===== config.mk =====
export PLATFORM = sky130hd
export DESIGN_NAME = sbe_ctrl
export DESIGN_NICKNAME = d
export VERILOG_FILES = /design/src/hw/rtl/sbe_pkg.sv /design/src/hw/rtl/sbe_ctrl.sv
export SDC_FILE = /design/constraint.sdc
export NUM_CORES = 1
export LEC_CHECK = 0
export ABC_CLOCK_PERIOD_IN_PS = 2700
export BUFFER_PORTS_ARGS = -buffer_cell sky130_fd_sc_hd__buf_2
export CAP_MARGIN = 20
export CORE_AREA = 2 2 39 41
export CTS_CLUSTER_SIZE = 28
export DETAILED_ROUTE_END_ITERATION = 10
export DIE_AREA = 0 0 41 43
export PLACE_DENSITY = 0.53
export SLEW_MARGIN = 20
export SYNTH_ARGS = -nofsm -noshare
export SYNTH_HDL_FRONTEND = slang
export SYNTH_SLANG_ARGS = --single-unit

===== constraint.sdc =====
create_clock -name clk -period 2.7 [get_ports clk]
set_clock_uncertainty 0.05 [all_clocks]
set_input_delay 0.54 -clock clk [delete_from_list [all_inputs] [get_ports clk]]
set_output_delay 0.54 -clock clk [all_outputs]
set_load 0.01 [all_outputs]

===== src/hw/rtl/sbe_pkg.sv =====
// ----------------------------------------------------------------------------
// sbe_pkg
// Shared types and constants for the stack bytecode executor.
// ----------------------------------------------------------------------------
`default_nettype none

package sbe_pkg;

  localparam int STACK_DEPTH_DEF  = 1024;
  localparam int GLOBAL_COUNT_DEF = 256;
  localparam int PC_WIDTH_DEF     = 16;

  localparam int WORD_W   = 32;
  localparam int OP_W     = 8;
  localparam int CLEN_W   = 16;
  localparam int STATUS_W = 3;
  localparam int NPC_W    = 16;
  localparam int DEPTH_W  = 11;
  localparam int NEXT_W   = 33;  // unwrapped next address, covers any jump target
  localparam logic [CLEN_W-1:0] CLEN_RESET = 16'hFFFF;
  localparam int LONG_LEN = 5;

  typedef enum logic [OP_W-1:0] {
    OP_PUSH   = 8'd0,
    OP_SWAP   = 8'd1,
    OP_DROP   = 8'd2,
    OP_OVER   = 8'd3,
    OP_ADD    = 8'd4,
    OP_SUB    = 8'd5,
    OP_MUL    = 8'd6,
    OP_DIV    = 8'd7,
    OP_DUP    = 8'd8,
    OP_INC    = 8'd9,
    OP_DEC    = 8'd10,
    OP_GSTORE = 8'd11,
    OP_LOAD   = 8'd12,
    OP_JMP    = 8'd13,
    OP_JZ     = 8'd14,
    OP_HALT   = 8'd15
  } opcode_t;

  typedef enum logic [STATUS_W-1:0] {
    SC_RUN   = 3'd0,
    SC_HALT  = 3'd1,
    SC_OVER  = 3'd2,
    SC_UNDER = 3'd3,
    SC_DIVZ  = 3'd4,
    SC_GLOB  = 3'd5,
    SC_BADOP = 3'd6,
    SC_PCR   = 3'd7
  } stop_code_t;

  typedef enum logic [2:0] {
    S_CLEAR,
    S_IDLE,
    S_EXEC,
    S_DIV,
    S_FIN
  } ctrl_state_t;

  typedef struct packed {
    logic accept;
    logic clear_we;
    logic div_start;
    logic commit;
  } ctrl_cmd_t;

  typedef struct packed {
    logic       clear_done;
    logic       needs_div;
    logic       div_done;
    logic       out_free;
    stop_code_t stop_code;
  } dp_stat_t;

endpackage

`default_nettype wire


===== src/hw/rtl/sbe_ctrl.sv =====
// ----------------------------------------------------------------------------
// sbe_ctrl
// Sequencer: globals clear, accept, execute, divide wait, commit.
// ----------------------------------------------------------------------------
`default_nettype none

module sbe_ctrl (
  input  wire logic               clk,
  input  wire logic               rst,
  input  wire logic               in_valid,
  output logic                    in_ready,
  input  wire sbe_pkg::dp_stat_t  stat,
  output sbe_pkg::ctrl_cmd_t      cmd
);

  sbe_pkg::ctrl_state_t state, state_next;

  always_ff @(posedge clk) begin
    if (rst) begin
      state <= sbe_pkg::S_CLEAR;
    end else begin
      state <= state_next;
    end
  end

  always_comb begin
    state_next = state;
    cmd        = '0;
    in_ready   = 1'b0;
    case (state)
      sbe_pkg::S_CLEAR: begin
        cmd.clear_we = 1'b1;
        if (stat.clear_done) begin
          state_next = sbe_pkg::S_IDLE;
        end
      end
      sbe_pkg::S_IDLE: begin
        in_ready   = 1'b1;
        cmd.accept = in_valid;
        if (in_valid) begin
          state_next = sbe_pkg::S_EXEC;
        end
      end
      sbe_pkg::S_EXEC: begin
        if (stat.needs_div) begin
          cmd.div_start = 1'b1;
          state_next    = sbe_pkg::S_DIV;
        end else if (stat.out_free) begin
          cmd.commit = 1'b1;
          state_next = sbe_pkg::S_IDLE;
        end
      end
      sbe_pkg::S_DIV: begin
        if (stat.div_done) begin
          state_next = sbe_pkg::S_FIN;
        end
      end
      sbe_pkg::S_FIN: begin
        if (stat.out_free) begin
          cmd.commit = 1'b1;
          state_next = sbe_pkg::S_IDLE;
        end
      end
      default: state_next = sbe_pkg::S_CLEAR;
    endcase
  end

endmodule

`default_nettype wire


==> results of run 1 <==
worst min-delay path by stage:
| stage | startpoint | depth (start not counted) | to | slack [ps] |
|---|---|---|---|---|
| 2_1_floorplan | state[2]$_SDFFE_PP0P_ | 2 | state[1]$_SDFFE_PP0P_ | 530 |
| 3_3_place_gp | state[1]$_SDFFE_PP0P_ | 2 | state[0]$_SDFFE_PP0P_ | 640 |
| 3_5_place_dp | state[2]$_SDFFE_PP0P_ | 1 | state[2]$_SDFFE_PP0P_ | 640 |
| 4_1_cts | rst | 2 | state[1]$_SDFFE_PP0P_ | 470 |
| 5_1_grt | rst | 2 | state[1]$_SDFFE_PP0P_ | 490 |
| 6_report | rst | 2 | state[1]$_SDFFE_PP0P_ | 490 |
where the power goes:
part	internal [mW]	switching, mW	total [mW]
Combinational	0.0764	0.0580	0.134
Sequential	0.0595	0.0478	0.107
Clock	0.0554	0.0227	0.0781
Total	0.191	0.129	0.320
cell families (layout without fill, tap and decap cells):
kind of cell	after synthesis	count (layout)	synth area share, %
flops	3	3	21.6
simple gates	20	20	45.9
mux	2	2	7.66
compound gates	9	9	18.5
buf+inv	3	15	6.31
through the flow:
| step | utilization (%) | instances | hold slack, ps | cell area, um^2 | setup slack (ps) |
|---|---|---|---|---|---|
| after floorplan | - | 37 | 526 | 278 | 1110 |
| after global placement | 24.2 | 61 | 641 | 335 | 975 |
| after detailed placement | 24.2 | 61 | 645 | 335 | 960 |
| after CTS | 26.1 | 65 | 475 | 362 | 751 |
| after global routing | 26.1 | 65 | 493 | 362 | 625 |
| final | 26.1 | 65 | 490 | 362 | 783 |
layer usage:
layer  track usage (%)  vias up  part of all wire, %
met1              12.2      137                   48
li1                  -      157                    -
met2              12.8        9                   48
met5                 0        -                    0
met3              4.71        0                  4.3
met4              6.00        0                    0
cell usage in the layout, fill, tap and decap left out, types with 2 or more instances in the layout:
cell / instances
dfxtp_1: 3
nor2_1: 4
a21oi_1: 6
clkbuf_4: 3
nor3b_1: 2
buf_2: 11
o21a_1: 2
nor3_1: 4
layout make-up:
| cell class | instances | area (um^2) |
|---|---|---|
| Clock buffer | 4 | 26.3 |
| Fill cell | 167 | 1020 |
| Multi-Input combinational cell | 31 | 200 |
| Timing Repair Buffer | 11 | 55.1 |
| Tap cell | 16 | 20.0 |
| Sequential cell | 3 | 60.1 |
==> impl_metrics.tcl, run 1 <==
set metrics [dict create \
    maxCapViolCount 0 \
    largest_reg_flops 3 \
    path_clk_slew_ps 40 \
    fin_nets 60 \
    areaGrowthSynthToFinish_pct 30.2 \
    cts_made_buffers 3 \
    ant_nets 0 \
    ys_seq_area_share_pct 21.6 \
    maxClockFrequency_mhz 522 \
    start_util_pct 20.1 \
    status "completed" \
    grt_start_max_net_pins 14 \
    mappedNetlistNets 47 \
    worstPathMaxFanout 13 \
    drt_iter0_drc 5 \
    drive_above_1_share_pct 36.7 \
    ys_top_cells_by_area "dfxtp_1 22%, a21oi_1 11%, nor3_1 7.2%" \
    globalplace.congestion 0.754 \
    antenna_found_initial 0 \
    slowest_stage "dfxtp_1" \
    cts_root_buffer "clkbuf_4" \
    ys_warn_count 0 \
    final-max-slew-violation-count 0 \
    htreeDepth 1 \
    crit_chain "nor3b_2 > and2_1 > buf_2" \
    finalHoldViolations 0 \
    power_density_nw_per_um2 884 \
    die_w_um 41 \
    finalSetupTns_ps 0 \
    wl_per_cell_um 10.4 \
    worstSetupStartpointType "register" \
    grt_pass1_wl_um 1080 \
    numClockSinks 3 \
    die_y_um 43 \
    grt_pass1_vias 269 \
    portBuffers 11 \
    grt_use_total_pct 9.73 \
    cts_resized 0 \
    yosys.cell_count.top_type "a21oi_1" \
    path_delay_family "flip-flops" \
    crit_type "register to output pin" \
    hpwl_um 507 \
    cts_tree "done" \
    synth_edf_count 0 \
    clk_latency_ps 230 \
    synth.top_cells.by_count "6 x a21oi_1, 4 x nor2_1, 4 x nor3_1, 3 x dfxtp_1" \
    first_pass_iters 4 \
    vias 303 \
    timing.rr.start "state[1]$_SDFFE_PP0P_" \
    drt_wl_total_um 675 \
    largest_register "state" \
    dieArea_um2 1760 \
    grt_setup_unrepaired "no" \
    largestRegisters "state x3" \
    netlist_instances 37 \
    crit_path_max_incr_delay_ps 560 \
    crit_required_ps 2110 \
    maxSlewHeadroom_pct 71.9 \
    max-vdd-ir-drop_mv 0.206 \
    syn_area_per_cell_um2 7.51 \
    antennaDiodeCount 0 \
    p_leak_nw 0.153 \
    cp_num_cells 3 \
    finalCritPeriodShare_pct 71.0 \
    cp.arrival_ps 1330 \
    avgViaCountPerCell 4.66 \
    crit_start "state[0]$_SDFFE_PP0P_" \
    synth_top_cell_by_area "dfxtp_1" \
    async_flop_share_pct 0 \
    synth_top_cell_area_share_pct 21.6 \
    overflow 0 \
    worst_slew_pin_slew_ps 421 \
    hold_class "input pin to register" \
    rr_endpoint "state[0]$_SDFFE_PP0P_" \
    drc_errors 0 \
    netlist_area_um2 278 \
    worst_r2r_path_depth 4 \
    ys_ff_latch 3 \
    ioPinCount 15 \
    period_needed_ps 1920 \
    cts-hold-fix-buffers 0 \
    placementRows 14 \
    cts_setup_buffers 0 \
    synth-main-ff-cell "dfxtp_1" \
    finalPower_mw 0.320 \
    core_um2 1380 \
    r2r_setup_slack_ps 1150 \
    path_buf_inv 1 \
    cp-end-kind "output pin" \
    synth.distinct_cells 21 \
    finalSetupViolCount 0 \
    cts_buffer_depth 2 \
    cp-endpoint "cmd[3]" \
]
Note: power is estimated with default switching activity, not from simulation.
==> inputs of run 2 (changes only) <==
- ABC_CLOCK_PERIOD_IN_PS: 2700 -> 2000
- clock period: 2.7 -> 2 ns (I/O delays scaled with it)
==> impl_metrics.tcl, run 2 (synthesized netlist as in run 1, its figures left out) <==
set metrics [dict create \
    status "completed" \
    path_delay_family "flip-flops" \
    crit_type "register to output pin" \
    max-vdd-ir-drop_mv 0.392 \
    drc_errors 0 \
    first_pass_iters 1 \
    drive_above_1_share_pct 36.7 \
    cts_tree "done" \
    dp.cells 61 \
    drt_wl_total_um 652 \
    timing.final.ws_setup_ps 206 \
    final-max-slew-violation-count 0 \
    grt_setup_unrepaired "no" \
    finalSetupTns_ps 0 \
    avgViaCountPerCell 4.63 \
    path_clk_slew_ps 40 \
    cts_made_buffers 3 \
    vias 301 \
    wl_met1_um 299 \
    areaGrowthSynthToFinish_pct 30.2 \
    fin_nets 60 \
    drt_iter0_drc 0 \
    ioPinCount 15 \
    place_area_um2 335 \
    core_um2 1380 \
    crit_required_ps 1550 \
    post-place-ws_ps 459 \
    largestRegisters "state x3" \
    clk_latency_ps 230 \
    wl_per_cell_um 10.0 \
    period_needed_ps 1790 \
    nFillCells 162 \
    die_w_um 41 \
    final_cells 65 \
    worstPathMaxFanout 13 \
    cp.arrival_ps 1340 \
    ant_nets 0 \
    grt_use_total_pct 8.62 \
    slowest_stage "dfxtp_1" \
    grt_pass1_vias 245 \
    final_cell_mix "11 x buf_2, 6 x a21oi_1, 4 x nor3_1, 4 x nor2_1" \
    start_util_pct 20.1 \
    worstSetupStartpointType "register" \
    numClockSinks 3 \
    path_buf_inv 1 \
    cts_buffer_depth 2 \
    finalSetupViolCount 0 \
    largest_reg_flops 3 \
    top_layer_used "met3" \
    cp-end-kind "output pin" \
    placementRows 14 \
    largest_register "state" \
    p_leak_nw 0.153 \
    grt_pass1_wl_um 986 \
    final_area_um2 362 \
    cts_setup_buffers 0 \
    power_density_nw_per_um2 1200 \
    portBuffers 11 \
    hold_class "input pin to register" \
    maxClockFrequency_mhz 557 \
    wl_met3_um 40 \
    grt_start_max_net_pins 14 \
    cts_root_buffer "clkbuf_4" \
    layout_commonest_cell "buf_2" \
    maxSlewHeadroom_pct 71.9 \
    overflow 0 \
    antennaDiodeCount 0 \
    htreeDepth 1 \
    dieArea_um2 1760 \
    finalCritPeriodShare_pct 89.7 \
    wl_met2_um 312 \
    crit_chain "nor3b_2 > and2_1 > buf_2" \
    antenna_found_initial 0 \
    cts_resized 0 \
    cts-hold-fix-buffers 0 \
    worst_slew_pin_slew_ps 422 \
    crit_path_max_incr_delay_ps 570 \
    hpwl_um 478 \
    maxCapViolCount 0 \
    finalHoldViolations 0 \
    die_y_um 43 \
    globalplace.congestion 0.750 \
]
-- run 2: report_power, final --
group	total (mW)	leakage (nW)	internal, mW	switching [mW]
clock network	0.107	0.0150	0.0748	0.0322
logic	0.180	0.113	0.103	0.0771
registers	0.145	0.0248	0.0803	0.0649
-- run 2: cell type report --
type / instances / area, um^2 / area share [%]
clock buffers: 4 / 26.3 / 7.27
multi-input cells: 31 / 200 / 55.4
flip-flops and latches: 3 / 60.1 / 16.6
well taps: 16 / 20.0 / 5.54
repair buffers: 11 / 55.1 / 15.2
-- run 2: path summary, 6_finish.rpt --
check	from	endpoint	slack, ps	cells after the start
max	state[0]$_SDFFE_PP0P_	cmd[3]	210	3
min	rst	state[1]$_SDFFE_PP0P_	330	2
max reg2reg	state[1]$_SDFFE_PP0P_	state[0]$_SDFFE_PP0P_	470	4
min reg2reg	state[2]$_SDFFE_PP0P_	state[2]$_SDFFE_PP0P_	640	1
-- run 2: per-stage QoR --
stage	power, mW	hold slack, ps	utilization [%]
6_report	0.432	335	26.1
5_1_grt	0.476	343	26.1
4_1_cts	0.441	329	26.1
3_5_place_dp	0.327	580	24.2
3_3_place_gp	0.327	586	24.2
2_1_floorplan	0.281	427	-
-- run 2: metal layers --
layer  vias up  global-route usage [%]
li1        157                       -
met1       137                    10.5
met2         7                    11.9
met3         0                    4.71
met4         0                    4.00
met5         -                       0
==> inputs of run 3 (changes only) <==
- ABC_CLOCK_PERIOD_IN_PS: 2000 -> 1600
- PLACE_DENSITY: 0.53 -> 0.55
- clock period: 2 -> 1.6 ns (I/O delays scaled with it)
==> impl_metrics.tcl, run 3 (synthesized netlist as in run 1, its figures left out) <==
set metrics [dict create \
    worstSetupStartpointType "register" \
    overflow 0 \
    largestRegisters "state x3" \
    core_um2 1380 \
    nFillCells 164 \
    placementRows 14 \
    fin_nets 72 \
    maxClockFrequency_mhz 637 \
    cts_root_buffer "clkbuf_4" \
    hpwl_um 536 \
    ioPinCount 15 \
    cts_tree "done" \
    max-vdd-ir-drop_mv 0.381 \
    grt_setup_unrepaired "yes" \
    power_density_nw_per_um2 1480 \
    grt_pass1_wl_um 1190 \
    globalplace.congestion 0.756 \
    start_util_pct 20.1 \
    worstPathMaxFanout 5 \
    first_pass_iters 2 \
    ant_nets 0 \
    r2r_setup_slack_ps 150 \
    finalCritPeriodShare_pct 98.2 \
    grt_use_total_pct 10.2 \
    wl_per_cell_um 11.4 \
    finalHoldViolations 0 \
    antenna_found_initial 0 \
    fin_util_pct 33.5 \
    drt_iter0_drc 2 \
    hp-start "rst" \
    cts_buffer_depth 2 \
    cp-endpoint "cmd[3]" \
    cts-hold-fix-buffers 0 \
    worst_r2r_path_depth 6 \
    avgViaCountPerCell 4.71 \
    crit_type "register to output pin" \
    maxCapViolCount 0 \
    cp-end-kind "output pin" \
    crit_start "state[1]$_SDFFE_PP0P_" \
    drive_above_1_share_pct 54.1 \
    clk_latency_ps 240 \
    multi_input_comb_area_um2 200 \
    antennaDiodeCount 0 \
    p_leak_nw 0.218 \
    cp.arrival_ps 1200 \
    final-max-slew-violation-count 0 \
    areaGrowthSynthToFinish_pct 67.1 \
    die_w_um 41 \
    die_y_um 43 \
    worst_slew_pin_slew_ps 233 \
    maxSlewHeadroom_pct 84.3 \
    numClockSinks 3 \
    status "completed" \
    holdWs_ps 247 \
    rr_endpoint "state[0]$_SDFFE_PP0P_" \
    final_cell_mix "11 x buf_2, 11 x buf_4, 6 x a21oi_1" \
    largest_reg_flops 3 \
    period_needed_ps 1570 \
    drt_wl_total_um 879 \
    grt_pass1_vias 293 \
    dieArea_um2 1760 \
    portBuffers 11 \
    drc_errors 0 \
    grt_start_max_net_pins 10 \
    finalSetupViolCount 0 \
    timing.rr.start "state[1]$_SDFFE_PP0P_" \
    htreeDepth 1 \
    seqCellArea_um2 68.8 \
    hold_class "input pin to register" \
    path_clk_slew_ps 40 \
    largest_register "state" \
    vias 363 \
    crit_required_ps 1230 \
    cts_made_buffers 3 \
]
run 3: changes by cell type in the layout (fill, tap and decap cells not counted), sizes merged:
cell  change
buf      +12
run 3: worst max-delay path, stage by stage, from the launching register on:
cell     delay, ps
dfxtp_4        350
buf_6          120
nor3b_2        190
and2_1         160
buf_2          130
run 3: per-stage QoR:
stage          instance area [um^2]  worst slack (ps)  cells  total power, mW  setup TNS [ps]
2_1_floorplan                   278               282     37            0.351               0
3_3_place_gp                    358               145     64            0.447               0
3_5_place_dp                    358               145     64            0.448               0
4_1_cts                         413              7.58     71            0.625               0
5_1_grt                         464             -29.6     77            0.751           -29.6
6_report                        464              29.2     77            0.686               0
run 3: what timing repair did:
item / CTS / global route
gates resized for setup: 4 / 2
setup endpoints to repair: 1 / 1
pin swaps: 2 / 2
buffers inserted: 3 / 6
cloned: 0 / 0
hold endpoints to repair: 0 / 0
run 3: layer usage:
metal	GRT usage (%)	share of wire [%]	vias to the layer above
met1	12.4	44	167
met4	10.0	1.6	0
met2	14.1	51	11
met3	1.57	3.0	2
met5	0	0	-
li1	-	-	183
run 3: area by class of cell:
| type | count | area share, % |
|---|---|---|
| Multi-Input combinational cell | 31 | 43.1 |
| Sequential cell | 3 | 14.8 |
| Timing Repair Buffer | 23 | 32.1 |
| Clock buffer | 4 | 5.66 |
| Tap cell | 16 | 4.31 |
run 3: power by group:
| part | internal [mW] | switching [mW] | leakage [nW] |
|---|---|---|---|
| Sequential | 0.109 | 0.0454 | 0.0264 |
| Combinational | 0.230 | 0.166 | 0.177 |
| Clock | 0.0937 | 0.0417 | 0.0150 |
run 3: how the worst min path moves through the flow:
| stage | end | slack (ps) | cells after the start |
|---|---|---|---|
| 3_5_place_dp | state[1]$_SDFFE_PP0P_ | 500 | 2 |
| 3_3_place_gp | state[1]$_SDFFE_PP0P_ | 510 | 2 |
| 6_report | state[1]$_SDFFE_PP0P_ | 250 | 2 |
| 4_1_cts | state[1]$_SDFFE_PP0P_ | 240 | 2 |
| 5_1_grt | state[1]$_SDFFE_PP0P_ | 250 | 2 |
| 2_1_floorplan | state[1]$_SDFFE_PP0P_ | 350 | 1 |
